## config.mk

```make
export PLATFORM = sky130hd
export DESIGN_NAME = ps2_mouse_cursor_tracker_unit
export DESIGN_NICKNAME = d
export VERILOG_FILES = /design/src/hw/rtl/pmct_pkg.sv /design/src/hw/rtl/pmct_fifo.sv /design/src/hw/rtl/pmct_front.sv /design/src/hw/rtl/pmct_back.sv /design/src/hw/rtl/ps2_mouse_cursor_tracker_unit.sv
export SDC_FILE = /design/constraint.sdc
export NUM_CORES = 1
export LEC_CHECK = 0
export ABC_AREA = 1
export BUFFER_PORTS_ARGS = -buffer_cell sky130_fd_sc_hd__clkbuf_2
export CAP_MARGIN = 20
export CORE_UTILIZATION = 35
export CTS_CLUSTER_DIAMETER = 100
export DETAILED_ROUTE_END_ITERATION = 10
export GPL_ROUTABILITY_DRIVEN = 0
export GPL_TIMING_DRIVEN = 0
export MAX_ROUTING_LAYER = met4
export SKIP_CTS_REPAIR_TIMING = 1
export SLEW_MARGIN = 20
export SYNTH_ARGS = -nofsm -noshare
export SYNTH_HDL_FRONTEND = slang
export SYNTH_SLANG_ARGS = --single-unit
```

## constraint.sdc

```tcl
create_clock -name clk -period 11.8 [get_ports clk]
set_input_delay 2.36 -clock clk [delete_from_list [all_inputs] [get_ports clk]]
set_output_delay 2.36 -clock clk [all_outputs]
set_load 0.02 [all_outputs]
```

## src/hw/rtl/pmct_pkg.sv

```systemverilog
// ----------------------------------------------------------------------------
// pmct_pkg
// Shared types and codes for the mouse cursor tracker.
// ----------------------------------------------------------------------------
package pmct_pkg;

  localparam int CfgBits = 13;
  localparam int IdxBits = 2;

  localparam logic [IdxBits-1:0] REG_SCREEN_WIDTH  = 2'd0;
  localparam logic [IdxBits-1:0] REG_SCREEN_HEIGHT = 2'd1;

  localparam logic [CfgBits-1:0] WIDTH_RESET  = 13'd640;
  localparam logic [CfgBits-1:0] HEIGHT_RESET = 13'd480;

  localparam logic EV_MOVE   = 1'b0;
  localparam logic EV_BUTTON = 1'b1;

  localparam logic [1:0] BTN_LEFT   = 2'd0;
  localparam logic [1:0] BTN_RIGHT  = 2'd1;
  localparam logic [1:0] BTN_MIDDLE = 2'd2;

  typedef struct packed {
    logic [2:0] level;
    logic [2:0] changed;
  } btn_t;

  localparam int BtnBits = $bits(btn_t);

endpackage

```

## src/hw/rtl/pmct_fifo.sv

```systemverilog
// ----------------------------------------------------------------------------
// pmct_fifo
// Small register queue between the packet front end and the event back end.
// ----------------------------------------------------------------------------
module pmct_fifo #(
  parameter int WIDTH = 30,
  parameter int DEPTH = 2
) (
  input  logic             clk,
  input  logic             rst,
  input  logic             push,
  input  logic [WIDTH-1:0] wdata,
  output logic             full,
  input  logic             pop,
  output logic [WIDTH-1:0] rdata,
  output logic             avail
);

  localparam int AW = (DEPTH > 1) ? $clog2(DEPTH) : 1;

  logic [WIDTH-1:0] mem [DEPTH];
  logic [AW-1:0]    wr_ptr;
  logic [AW-1:0]    rd_ptr;
  logic [AW:0]      count;

  assign full  = (count == (AW+1)'(DEPTH));
  assign avail = (count != '0);
  assign rdata = mem[rd_ptr];

  always_ff @(posedge clk) begin
    if (push) begin
      mem[wr_ptr] <= wdata;
    end
  end

  always_ff @(posedge clk) begin
    if (rst) begin
      wr_ptr <= '0;
      rd_ptr <= '0;
      count  <= '0;
    end else begin
      if (push) begin
        wr_ptr <= (wr_ptr == AW'(DEPTH - 1)) ? '0 : wr_ptr + 1'b1;
      end
      if (pop) begin
        rd_ptr <= (rd_ptr == AW'(DEPTH - 1)) ? '0 : rd_ptr + 1'b1;
      end
      case ({push, pop})
        2'b10:   count <= count + 1'b1;
        2'b01:   count <= count - 1'b1;
        default: count <= count;
      endcase
    end
  end

endmodule

```

## src/hw/rtl/pmct_front.sv

```systemverilog
// ----------------------------------------------------------------------------
// pmct_front
// Decode a packet, move and clamp the cursor, find changed buttons.
// ----------------------------------------------------------------------------
module pmct_front #(
  parameter int COORD_BITS = 12
) (
  input  logic                                  clk,
  input  logic                                  rst,
  input  logic                                  cfg_write,
  input  logic [pmct_pkg::IdxBits-1:0]          cfg_index,
  input  logic [pmct_pkg::CfgBits-1:0]          cfg_data,
  input  logic                                  in_valid,
  output logic                                  in_ready,
  input  logic [7:0]                            status_byte,
  input  logic [7:0]                            x_move_byte,
  input  logic [7:0]                            y_move_byte,
  input  logic                                  q_full,
  output logic                                  push,
  output logic [2*COORD_BITS+pmct_pkg::BtnBits-1:0] rec
);
  import pmct_pkg::*;

  localparam int SW = ((COORD_BITS > CfgBits) ? COORD_BITS : CfgBits) + 2;
  localparam logic [SW-1:0] CMAX = {{(SW-COORD_BITS){1'b0}}, {COORD_BITS{1'b1}}};

  logic [CfgBits-1:0]    screen_width;
  logic [CfgBits-1:0]    screen_height;
  logic [COORD_BITS-1:0] cursor_x;
  logic [COORD_BITS-1:0] cursor_y;
  logic [2:0]            previous_buttons;

  logic [SW-1:0]         dx, dy_raw, dy, sum_x, sum_y;
  logic [COORD_BITS-1:0] cursor_x_next, cursor_y_next;
  btn_t                  btn;

  function automatic logic [SW-1:0] axis_hi(input logic [CfgBits-1:0] size);
    logic [SW-1:0] lim;
    lim = {{(SW-CfgBits){1'b0}}, size} - 1'b1;
    if (size == '0) begin
      return '0;
    end else if (lim > CMAX) begin
      return CMAX;
    end else begin
      return lim;
    end
  endfunction

  function automatic logic [COORD_BITS-1:0] clamp(input logic [SW-1:0] pos,
                                                  input logic [SW-1:0] hi);
    logic [SW-1:0] r;
    if (pos[SW-1]) begin
      r = '0;
    end else if (pos > hi) begin
      r = hi;
    end else begin
      r = pos;
    end
    return r[COORD_BITS-1:0];
  endfunction

  assign in_ready = !q_full;
  assign push     = in_valid && in_ready;

  assign dx     = {{(SW-8){status_byte[4]}}, x_move_byte};
  assign dy_raw = {{(SW-8){status_byte[5]}}, y_move_byte};
  assign dy     = '0 - dy_raw;
  assign sum_x  = {{(SW-COORD_BITS){1'b0}}, cursor_x} + dx;
  assign sum_y  = {{(SW-COORD_BITS){1'b0}}, cursor_y} + dy;

  assign cursor_x_next = clamp(sum_x, axis_hi(screen_width));
  assign cursor_y_next = clamp(sum_y, axis_hi(screen_height));

  assign btn.level   = status_byte[2:0];
  assign btn.changed = status_byte[2:0] ^ previous_buttons;
  assign rec         = {cursor_x_next, cursor_y_next, btn};

  always_ff @(posedge clk) begin
    if (rst) begin
      screen_width     <= WIDTH_RESET;
      screen_height    <= HEIGHT_RESET;
      cursor_x         <= '0;
      cursor_y         <= '0;
      previous_buttons <= '0;
    end else begin
      if (cfg_write) begin
        case (cfg_index)
          REG_SCREEN_WIDTH:  screen_width  <= cfg_data;
          REG_SCREEN_HEIGHT: screen_height <= cfg_data;
          default: ;
        endcase
      end
      if (push) begin
        cursor_x         <= cursor_x_next;
        cursor_y         <= cursor_y_next;
        previous_buttons <= btn.level;
      end
    end
  end

endmodule

```

## src/hw/rtl/pmct_back.sv

```systemverilog
// ----------------------------------------------------------------------------
// pmct_back
// Expand one queued packet into a move beat and its button beats.
// ----------------------------------------------------------------------------
module pmct_back #(
  parameter int COORD_BITS = 12
) (
  input  logic                                      clk,
  input  logic                                      rst,
  input  logic                                      q_avail,
  output logic                                      pop,
  input  logic [2*COORD_BITS+pmct_pkg::BtnBits-1:0] rec,
  output logic                                      out_valid,
  input  logic                                      out_ready,
  output logic                                      event_kind,
  output logic [COORD_BITS-1:0]                     cursor_x_out,
  output logic [COORD_BITS-1:0]                     cursor_y_out,
  output logic [1:0]                                button_id,
  output logic                                      button_down,
  output logic                                      last_event
);
  import pmct_pkg::*;

  logic                  cur_valid;
  logic                  move_pend;
  logic [2:0]            mask;
  logic [2:0]            level;
  logic [COORD_BITS-1:0] cur_x, cur_y;

  logic       load_out, issue, done;
  logic [1:0] low_id;
  logic [2:0] low_bit;
  logic       ev_last;
  btn_t       rec_btn;

  assign rec_btn = rec[BtnBits-1:0];

  always_comb begin
    if (mask[0]) begin
      low_id  = BTN_LEFT;
      low_bit = 3'b001;
    end else if (mask[1]) begin
      low_id  = BTN_RIGHT;
      low_bit = 3'b010;
    end else begin
      low_id  = BTN_MIDDLE;
      low_bit = 3'b100;
    end
    ev_last = move_pend ? (mask == '0) : ((mask & ~low_bit) == '0);
  end

  assign load_out = !out_valid || out_ready;
  assign issue    = load_out && cur_valid;
  assign done     = issue && ev_last;
  assign pop      = (!cur_valid || done) && q_avail;

  always_ff @(posedge clk) begin
    if (rst) begin
      out_valid <= 1'b0;
      cur_valid <= 1'b0;
      move_pend <= 1'b0;
      mask      <= '0;
    end else begin
      if (issue) begin
        out_valid    <= 1'b1;
        event_kind   <= move_pend ? EV_MOVE : EV_BUTTON;
        cursor_x_out <= cur_x;
        cursor_y_out <= cur_y;
        button_id    <= move_pend ? BTN_LEFT : low_id;
        button_down  <= move_pend ? 1'b0 : level[low_id];
        last_event   <= ev_last;
      end else if (out_ready) begin
        out_valid <= 1'b0;
      end

      if (pop) begin
        cur_valid <= 1'b1;
        move_pend <= 1'b1;
        mask      <= rec_btn.changed;
        level     <= rec_btn.level;
        cur_x     <= rec[2*COORD_BITS+BtnBits-1 -: COORD_BITS];
        cur_y     <= rec[COORD_BITS+BtnBits-1 -: COORD_BITS];
      end else if (done) begin
        cur_valid <= 1'b0;
      end else if (issue) begin
        if (move_pend) begin
          move_pend <= 1'b0;
        end else begin
          mask <= mask & ~low_bit;
        end
      end
    end
  end

endmodule

```

## src/hw/rtl/ps2_mouse_cursor_tracker_unit.sv

```systemverilog
// A packet is queued, then loaded by the back end that registers its move beat.
// One packet per cycle enters unless the queue is full; a packet gives 1 to 4
// beats (1 + changed buttons), emitted one a cycle while out_ready is high.
// A two-entry queue lets the front take packets while beats wait on the output.
// Reset: synchronous; cursor at 0,0, buttons released, screen 640 by 480.
// ----------------------------------------------------------------------------
// ps2_mouse_cursor_tracker_unit
// PS/2 mouse packet decoder with a clamped cursor and button change events.
// ----------------------------------------------------------------------------
module ps2_mouse_cursor_tracker_unit #(
  parameter int COORD_BITS = 12
) (
  input  logic                         clk,
  input  logic                         rst,
  input  logic                         cfg_write,
  input  logic [pmct_pkg::IdxBits-1:0] cfg_index,
  input  logic [pmct_pkg::CfgBits-1:0] cfg_data,
  input  logic                         in_valid,
  output logic                         in_ready,
  input  logic [7:0]                   status_byte,
  input  logic [7:0]                   x_move_byte,
  input  logic [7:0]                   y_move_byte,
  output logic                         out_valid,
  input  logic                         out_ready,
  output logic                         event_kind,
  output logic [COORD_BITS-1:0]        cursor_x_out,
  output logic [COORD_BITS-1:0]        cursor_y_out,
  output logic [1:0]                   button_id,
  output logic                         button_down,
  output logic                         last_event
);
  import pmct_pkg::*;

  localparam int RecBits = 2 * COORD_BITS + BtnBits;

  logic               q_push;
  logic               q_full;
  logic               q_pop;
  logic               q_avail;
  logic [RecBits-1:0] wrec;
  logic [RecBits-1:0] rrec;

  pmct_front #(.COORD_BITS(COORD_BITS)) u_front (
    .clk         (clk),
    .rst         (rst),
    .cfg_write   (cfg_write),
    .cfg_index   (cfg_index),
    .cfg_data    (cfg_data),
    .in_valid    (in_valid),
    .in_ready    (in_ready),
    .status_byte (status_byte),
    .x_move_byte (x_move_byte),
    .y_move_byte (y_move_byte),
    .q_full      (q_full),
    .push        (q_push),
    .rec         (wrec)
  );

  pmct_fifo #(.WIDTH(RecBits), .DEPTH(2)) u_fifo (
    .clk   (clk),
    .rst   (rst),
    .push  (q_push),
    .wdata (wrec),
    .full  (q_full),
    .pop   (q_pop),
    .rdata (rrec),
    .avail (q_avail)
  );

  pmct_back #(.COORD_BITS(COORD_BITS)) u_back (
    .clk          (clk),
    .rst          (rst),
    .q_avail      (q_avail),
    .pop          (q_pop),
    .rec          (rrec),
    .out_valid    (out_valid),
    .out_ready    (out_ready),
    .event_kind   (event_kind),
    .cursor_x_out (cursor_x_out),
    .cursor_y_out (cursor_y_out),
    .button_id    (button_id),
    .button_down  (button_down),
    .last_event   (last_event)
  );

endmodule
```

After elaboration in Yosys (flattened, before gate mapping) --
Memory sizes are Yosys's and may differ from the RTL's. A register that Yosys moved wholly into a read port is not among the register bits. Cells that the tools add are included.
Storage, ports and cells: bits in registers 119, memory bits (writable) 60, output and inout port bits 31, word-level logic and storage cells 105, memories kept 1
Operators by class: add/subtract/negate cells 9, order comparisons 5, eq/ne operators 6, mux-type cells 34, bitwise gates (word level) 4, reduce and logical (&&, ||, !) cells 25
Memories:
- u_fifo.mem | depth 2, width 30, read ports 1, clocked after Yosys merged registers in 1, wr ports 1, line pmct_fifo.sv:21 | logic [WIDTH-1:0] mem [DEPTH];
Operator list (number):
- 15-bit two-way mux | 4
- 12-bit two-way mux | 4
- 15-bit by 12-bit > comparator with 1-bit output (second input constant) | 2
- 15-bit > comparator | 2
- 13-bit by 1-bit subtractor with 14-bit output (second input constant) | 2
- 13-bit zero test | 2
- 3-bit two-way mux | 6
- 1-bit two-way mux | 16
- 12-bit by 15-bit adder with 15-bit output | 1
- 13-bit by 9-bit adder with 14-bit output | 1
- 2-bit AND reduction | 5
- 2-bit nonzero test | 5
- 1-bit by 9-bit subtractor with 10-bit output (first input constant) | 1
- 3-bit zero test | 2
- 2-bit by 1-bit equality test with 1-bit output (second input constant) | 2
- 2-bit equality test (second input constant) | 2
- 1-bit logical AND | 4
- 2-bit two-way mux | 2
- 2-bit != test (second input constant) | 2
- 2-bit case mux with 2 select lines | 1
- 3-bit bitwise AND | 1
- 1-bit zero test | 3
- 2-bit by 3-bit < comparator with 1-bit output (second input constant) | 1
- 3-bit NOT | 1
- 9 further kinds | 11

Logic depth before layout (Yosys ltp) --
depth in word-level cells 11, mapped depth 27

By module --
Synthesis repeated with hierarchy kept, for this count alone.
Second synthesis, totals: cells, all modules 1048, area total of the unflattened synthesis 9741.8 um2
By module, submodules not included:
- pmct_front | times used 1, cells each 808, area an instance 5176.2 um2, seq. area each 1061.0 um2
- pmct_fifo | times used 1, cells each 126, area an instance 2511.2 um2, seq. area each 1901.8 um2
- pmct_back | times used 1, cells each 114, area an instance 2054.5 um2, seq. area each 1801.7 um2

Worst setup path before layout --
Ideal clock, no wire load.
path type input-to-reg, start point input y_move_byte[0], end point memory u_fifo.mem[0][15], data pin, setup time 254 ps, arrival 5673 ps, path slack 5873 ps, cell stages on the path 27, buffers on the path 1, cell sequence inv_1 -> ha_1 -> nand3_1 -> nor3_1 -> xor2_1 -> inv_1 -> ha_1 -> nand2_1 -> nor3_1 -> a21oi_1 -> o21ai_1 -> nand2_1 -> nand2_1 -> nor2_1 -> inv_1 -> nand2_1 -> ha_1 -> nand4_1 -> nor4_1 -> inv_1 -> o21ai_0 -> o21ai_2 -> inv_2 -> buf_2 -> nand2_1 -> nand3_1 -> inv_1
Between the ends: cells in the longest elaborated chain, start to end 5
Ends and longest elaborated chain:
- start, declared | line ps2_mouse_cursor_tracker_unit.sv:22 | input logic [7:0] y_move_byte,
- 1-bit by 9-bit subtractor with 10-bit output * | line pmct_front.sv:67 | assign dy = '0 - dy_raw;
- 12-bit by 15-bit adder with 15-bit output * | line pmct_front.sv:69 | assign sum_y = {{(SW-COORD_BITS){1'b0}}, cursor_y} + dy;
- 15-bit > comparator | line pmct_front.sv:54 | end else if (pos > hi) begin
- 12-bit two-way mux | line pmct_front.sv:54
- 12-bit two-way mux * | line pmct_front.sv:52 | if (pos[SW-1]) begin
- via u_fifo.wdata[15] | line pmct_fifo.sv:12 | input logic [WIDTH-1:0] wdata,
- end, declared | line pmct_fifo.sv:21
The timed path passes the listed nets; every way through them passes the cells marked *.

Final worst setup path --
start point input y_move_byte[0], end point memory u_fifo.mem[0][13], data pin
The elaborated chain is that of the path after synthesis.

==> flow_summary.ini <==
[status]
outcome = finished, final reports clean

[cells_and_area]
seq_area_um2 = 4760
area_growth_syn_to_layout_pct = 15.7
antenna_cells = 0
drive_gt1_share_pct = 14.9
multi_input_area_um2 = 4260
fillers = 2680
nNetsFinal = 1308
finalInstanceArea_um2 = 11200

[routing]
wl_um = 19300
drc = 0
drtIter0Drc = 338
viasPerCell = 4.64
detail_route.wl_per_cell_um = 12.4
drtPass1Iterations = 5
antenna_left = 0
vias = 7229

[run]
drv_cap = 0

[sta]
drv_slew = 0
setup_violations = 0
fmaxAchievable_ghz = 0.160
clock_skew_ps = 12.5
relSlewSlack_pct = 49.8
rsz0062_at_grt = no
worstMarginPinSlew_ps = 751
post-route-min-period_ps = 6230
layout_worst_path_cycle_share_pct = 52.8
finalHoldViolations = 0
setup_tns_ps = 0

[clocking]
clk_pin_slew_ps = 80
clock-sinks = 180
htreeDepth = 4
cts_tree = done
root_buffer = clkbuf_16
cts_buffers = 17
clk_latency_ps = 430
clockBufferDepth = 2

[logic_synthesis]
synth_compound_gate_area_share_pct = 11.2
muxShareOfSynthArea_pct = 0.310
netlist_instances = 1107
synth_most_common_cell = nand2_1
synth-edff-count = 116
synth-simple-area-share_pct = 20.9
yosysTopAreaCell = edfxtp_1
synthTopCellsByArea = edfxtp_1, dfxtp_1, nand2_1, ha_1, inv_1
synth.avg_cell_area_um2 = 8.74
synth.top_cell.area_share_pct = 36.0
synth_xor_xnor_area_share_pct = 3.15
synth.top_cells.by_count = nand2_1, inv_1, edfxtp_1, a21oi_1, o21ai_0
yosysWarnings = 0
synth-async-reset-ratio_pct = 0
synthFlopType = edfxtp_1
synth_top_family_by_area = simple AND/OR/NAND/NOR gates
synthAdderAreaFrac_pct = 8.04
syn_area_um2 = 9680
ys_seq_area_share_pct = 49.2
ys_ff_latch = 180
synthDistinctLibCells = 47

[floorplan]
io_pins = 75
row_count = 60
die_area_um2 = 28300
die_y_um = 168
core-area_um2 = 27000
die_w_um = 168
start_util_pct = 35.8

[setup_path]
path_buf_inv = 8
cp_slowest_stage_delay_ps = 320
cp_max_fo = 10
critical_path_arrival_ps = 6420
crit_cells = 28
crit_type = input port to flip-flop
worst_setup_path_end_kind = flip-flop
path_delay_family = simple AND/OR/NAND/NOR gates
crit_top_cell = nand2_1
ff2ff_path_depth = 22
start_kind = input port
cp_slowest_cell = ha_1
worstPathRequired_ps = 11980

[pwr]
powerDensity_nw_per_um2 = 204
max-vdd-ir-drop_v = 0.0000874
leakage_uw = 0.00513

[placement]
port_buffers = 71
placed_cell_area_um2 = 10600
hpwl_um = 15300

[global_route]
grt_overflow = 0
grt_max_degree = 30
grt_pass1_vias = 6743
grt_antenna_before_repair = 0
grt_usage_pct = 14.6
grt_pass1_wl_um = 32500

[hold_path]
holdPathStages = 0
min_path_type = flip-flop to flip-flop
[sequential cells by signal, summed over array words and instances (netlist names), 2 cells and up, named ones only]
signal                    cells
u_back.cursor_x_out          12
u_back.cur_x                 12
u_back.level                  3
u_front.screen_width         13
u_fifo.count                  2
u_front.previous_buttons      3
u_front.screen_height        13
u_back.mask                   3
u_front.cursor_y             12
u_fifo.mem                   60
u_front.cursor_x             12
u_back.cur_y                 12
u_back.button_id              2
u_back.cursor_y_out          12
[layout by cell type (no fill, tap or decap), types with 5 or more instances in the layout]
cell         n
nand4_1      5
ha_1        59
nand2_2     13
clkbuf_16   17
a21oi_1     77
edfxtp_1   116
o211ai_1     5
xor2_1      24
nand3_2      9
a21oi_2     15
dfxtp_1     64
nor2_4       9
o21ai_0     74
conb_1       5
inv_2        6
xnor2_1      9
clkbuf_1    20
nor3_1       7
nand3_1     59
clkinv_8     6
nand2_1    279
clkbuf_2    71
nor2_2       6
nor2_1      61
inv_1      146
[final timing paths]
kind	from	to	slack, ps
worst max-delay path	y_move_byte[0]	u_fifo.mem[0][13]$_DFFE_PP_	5570
worst min-delay path	u_back.cur_y[6]$_DFFE_PP_	u_back.cursor_y_out[6]$_DFFE_PP_	410
worst max register to register	u_front.cursor_y[0]$_SDFFE_PP0P_	u_fifo.mem[0][13]$_DFFE_PP_	7820
worst min register to register	u_back.cur_y[6]$_DFFE_PP_	u_back.cursor_y_out[6]$_DFFE_PP_	410
[layer usage]
layer | vias to the layer above | global-route usage (%) | wire (um)
met2 | 131 | 23.5 | 9120
met4 | 0 | 3.72 | 214
met3 | 11 | 2.30 | 532
met1 | 3233 | 19.1 | 9450
li1 | 3854 | - | -
met5 | - | - | 0
[stage by stage]
stage	instances	utilization, %	power (uW)	setup slack [ps]	hold WS [ps]
2_1_floorplan	1111	-	1500	5870	400
3_3_place_gp	1523	38.8	1680	5210	403
3_5_place_dp	1525	39.1	1710	5090	405
4_1_cts	1557	41.4	2310	5540	417
5_1_grt	1557	41.4	2460	5160	432
6_report	1557	41.4	2280	5570	415
[area by class of cell]
class,instances,area share (%)
plain buffers,26,1.10
clock buffers,17,3.80
clock inverters,15,1.92
inverters,153,5.13
multi-input cells,752,38.0
flip-flops and latches,180,42.6
well taps,341,3.81
repair buffers,73,3.67
[worst reg2reg max path, cell delays in order (launching register included)]
cell,delay [ps]
dfxtp_1,350
ha_1,170
inv_1,50
fa_1,410
o21ai_2,230
a21oi_1,140
o21ai_1,220
nand2_1,70
nand2_1,80
nor2_1,60
inv_1,120
nand2_1,70
ha_1,290
nand4_1,130
nor4_1,180
inv_1,90
o21ai_0,210
o21ai_2,180
inv_2,140
buf_2,210
nand2_1,80
nand2_1,150
inv_1,80
[where the power goes]
group          total, uW  internal [uW]  switching, uW
logic                775            260            515
clock network        592            297            295
registers            916            864           52.3
[cell families (layout without fill, tap and decap cells)]
logic type | count (synthesis) | count (layout)
AND/OR/NAND/NOR | 459 | 459
XOR/XNOR | 34 | 34
adder cells (fa/ha/maj) | 61 | 61
buffers and inverters | 179 | 284
other | 1 | 5
flip-flops | 180 | 180
multiplexers | 3 | 3
AO/OA/AOI/OAI | 190 | 190
No activity file was read; power rests on OpenSTA's default activity.
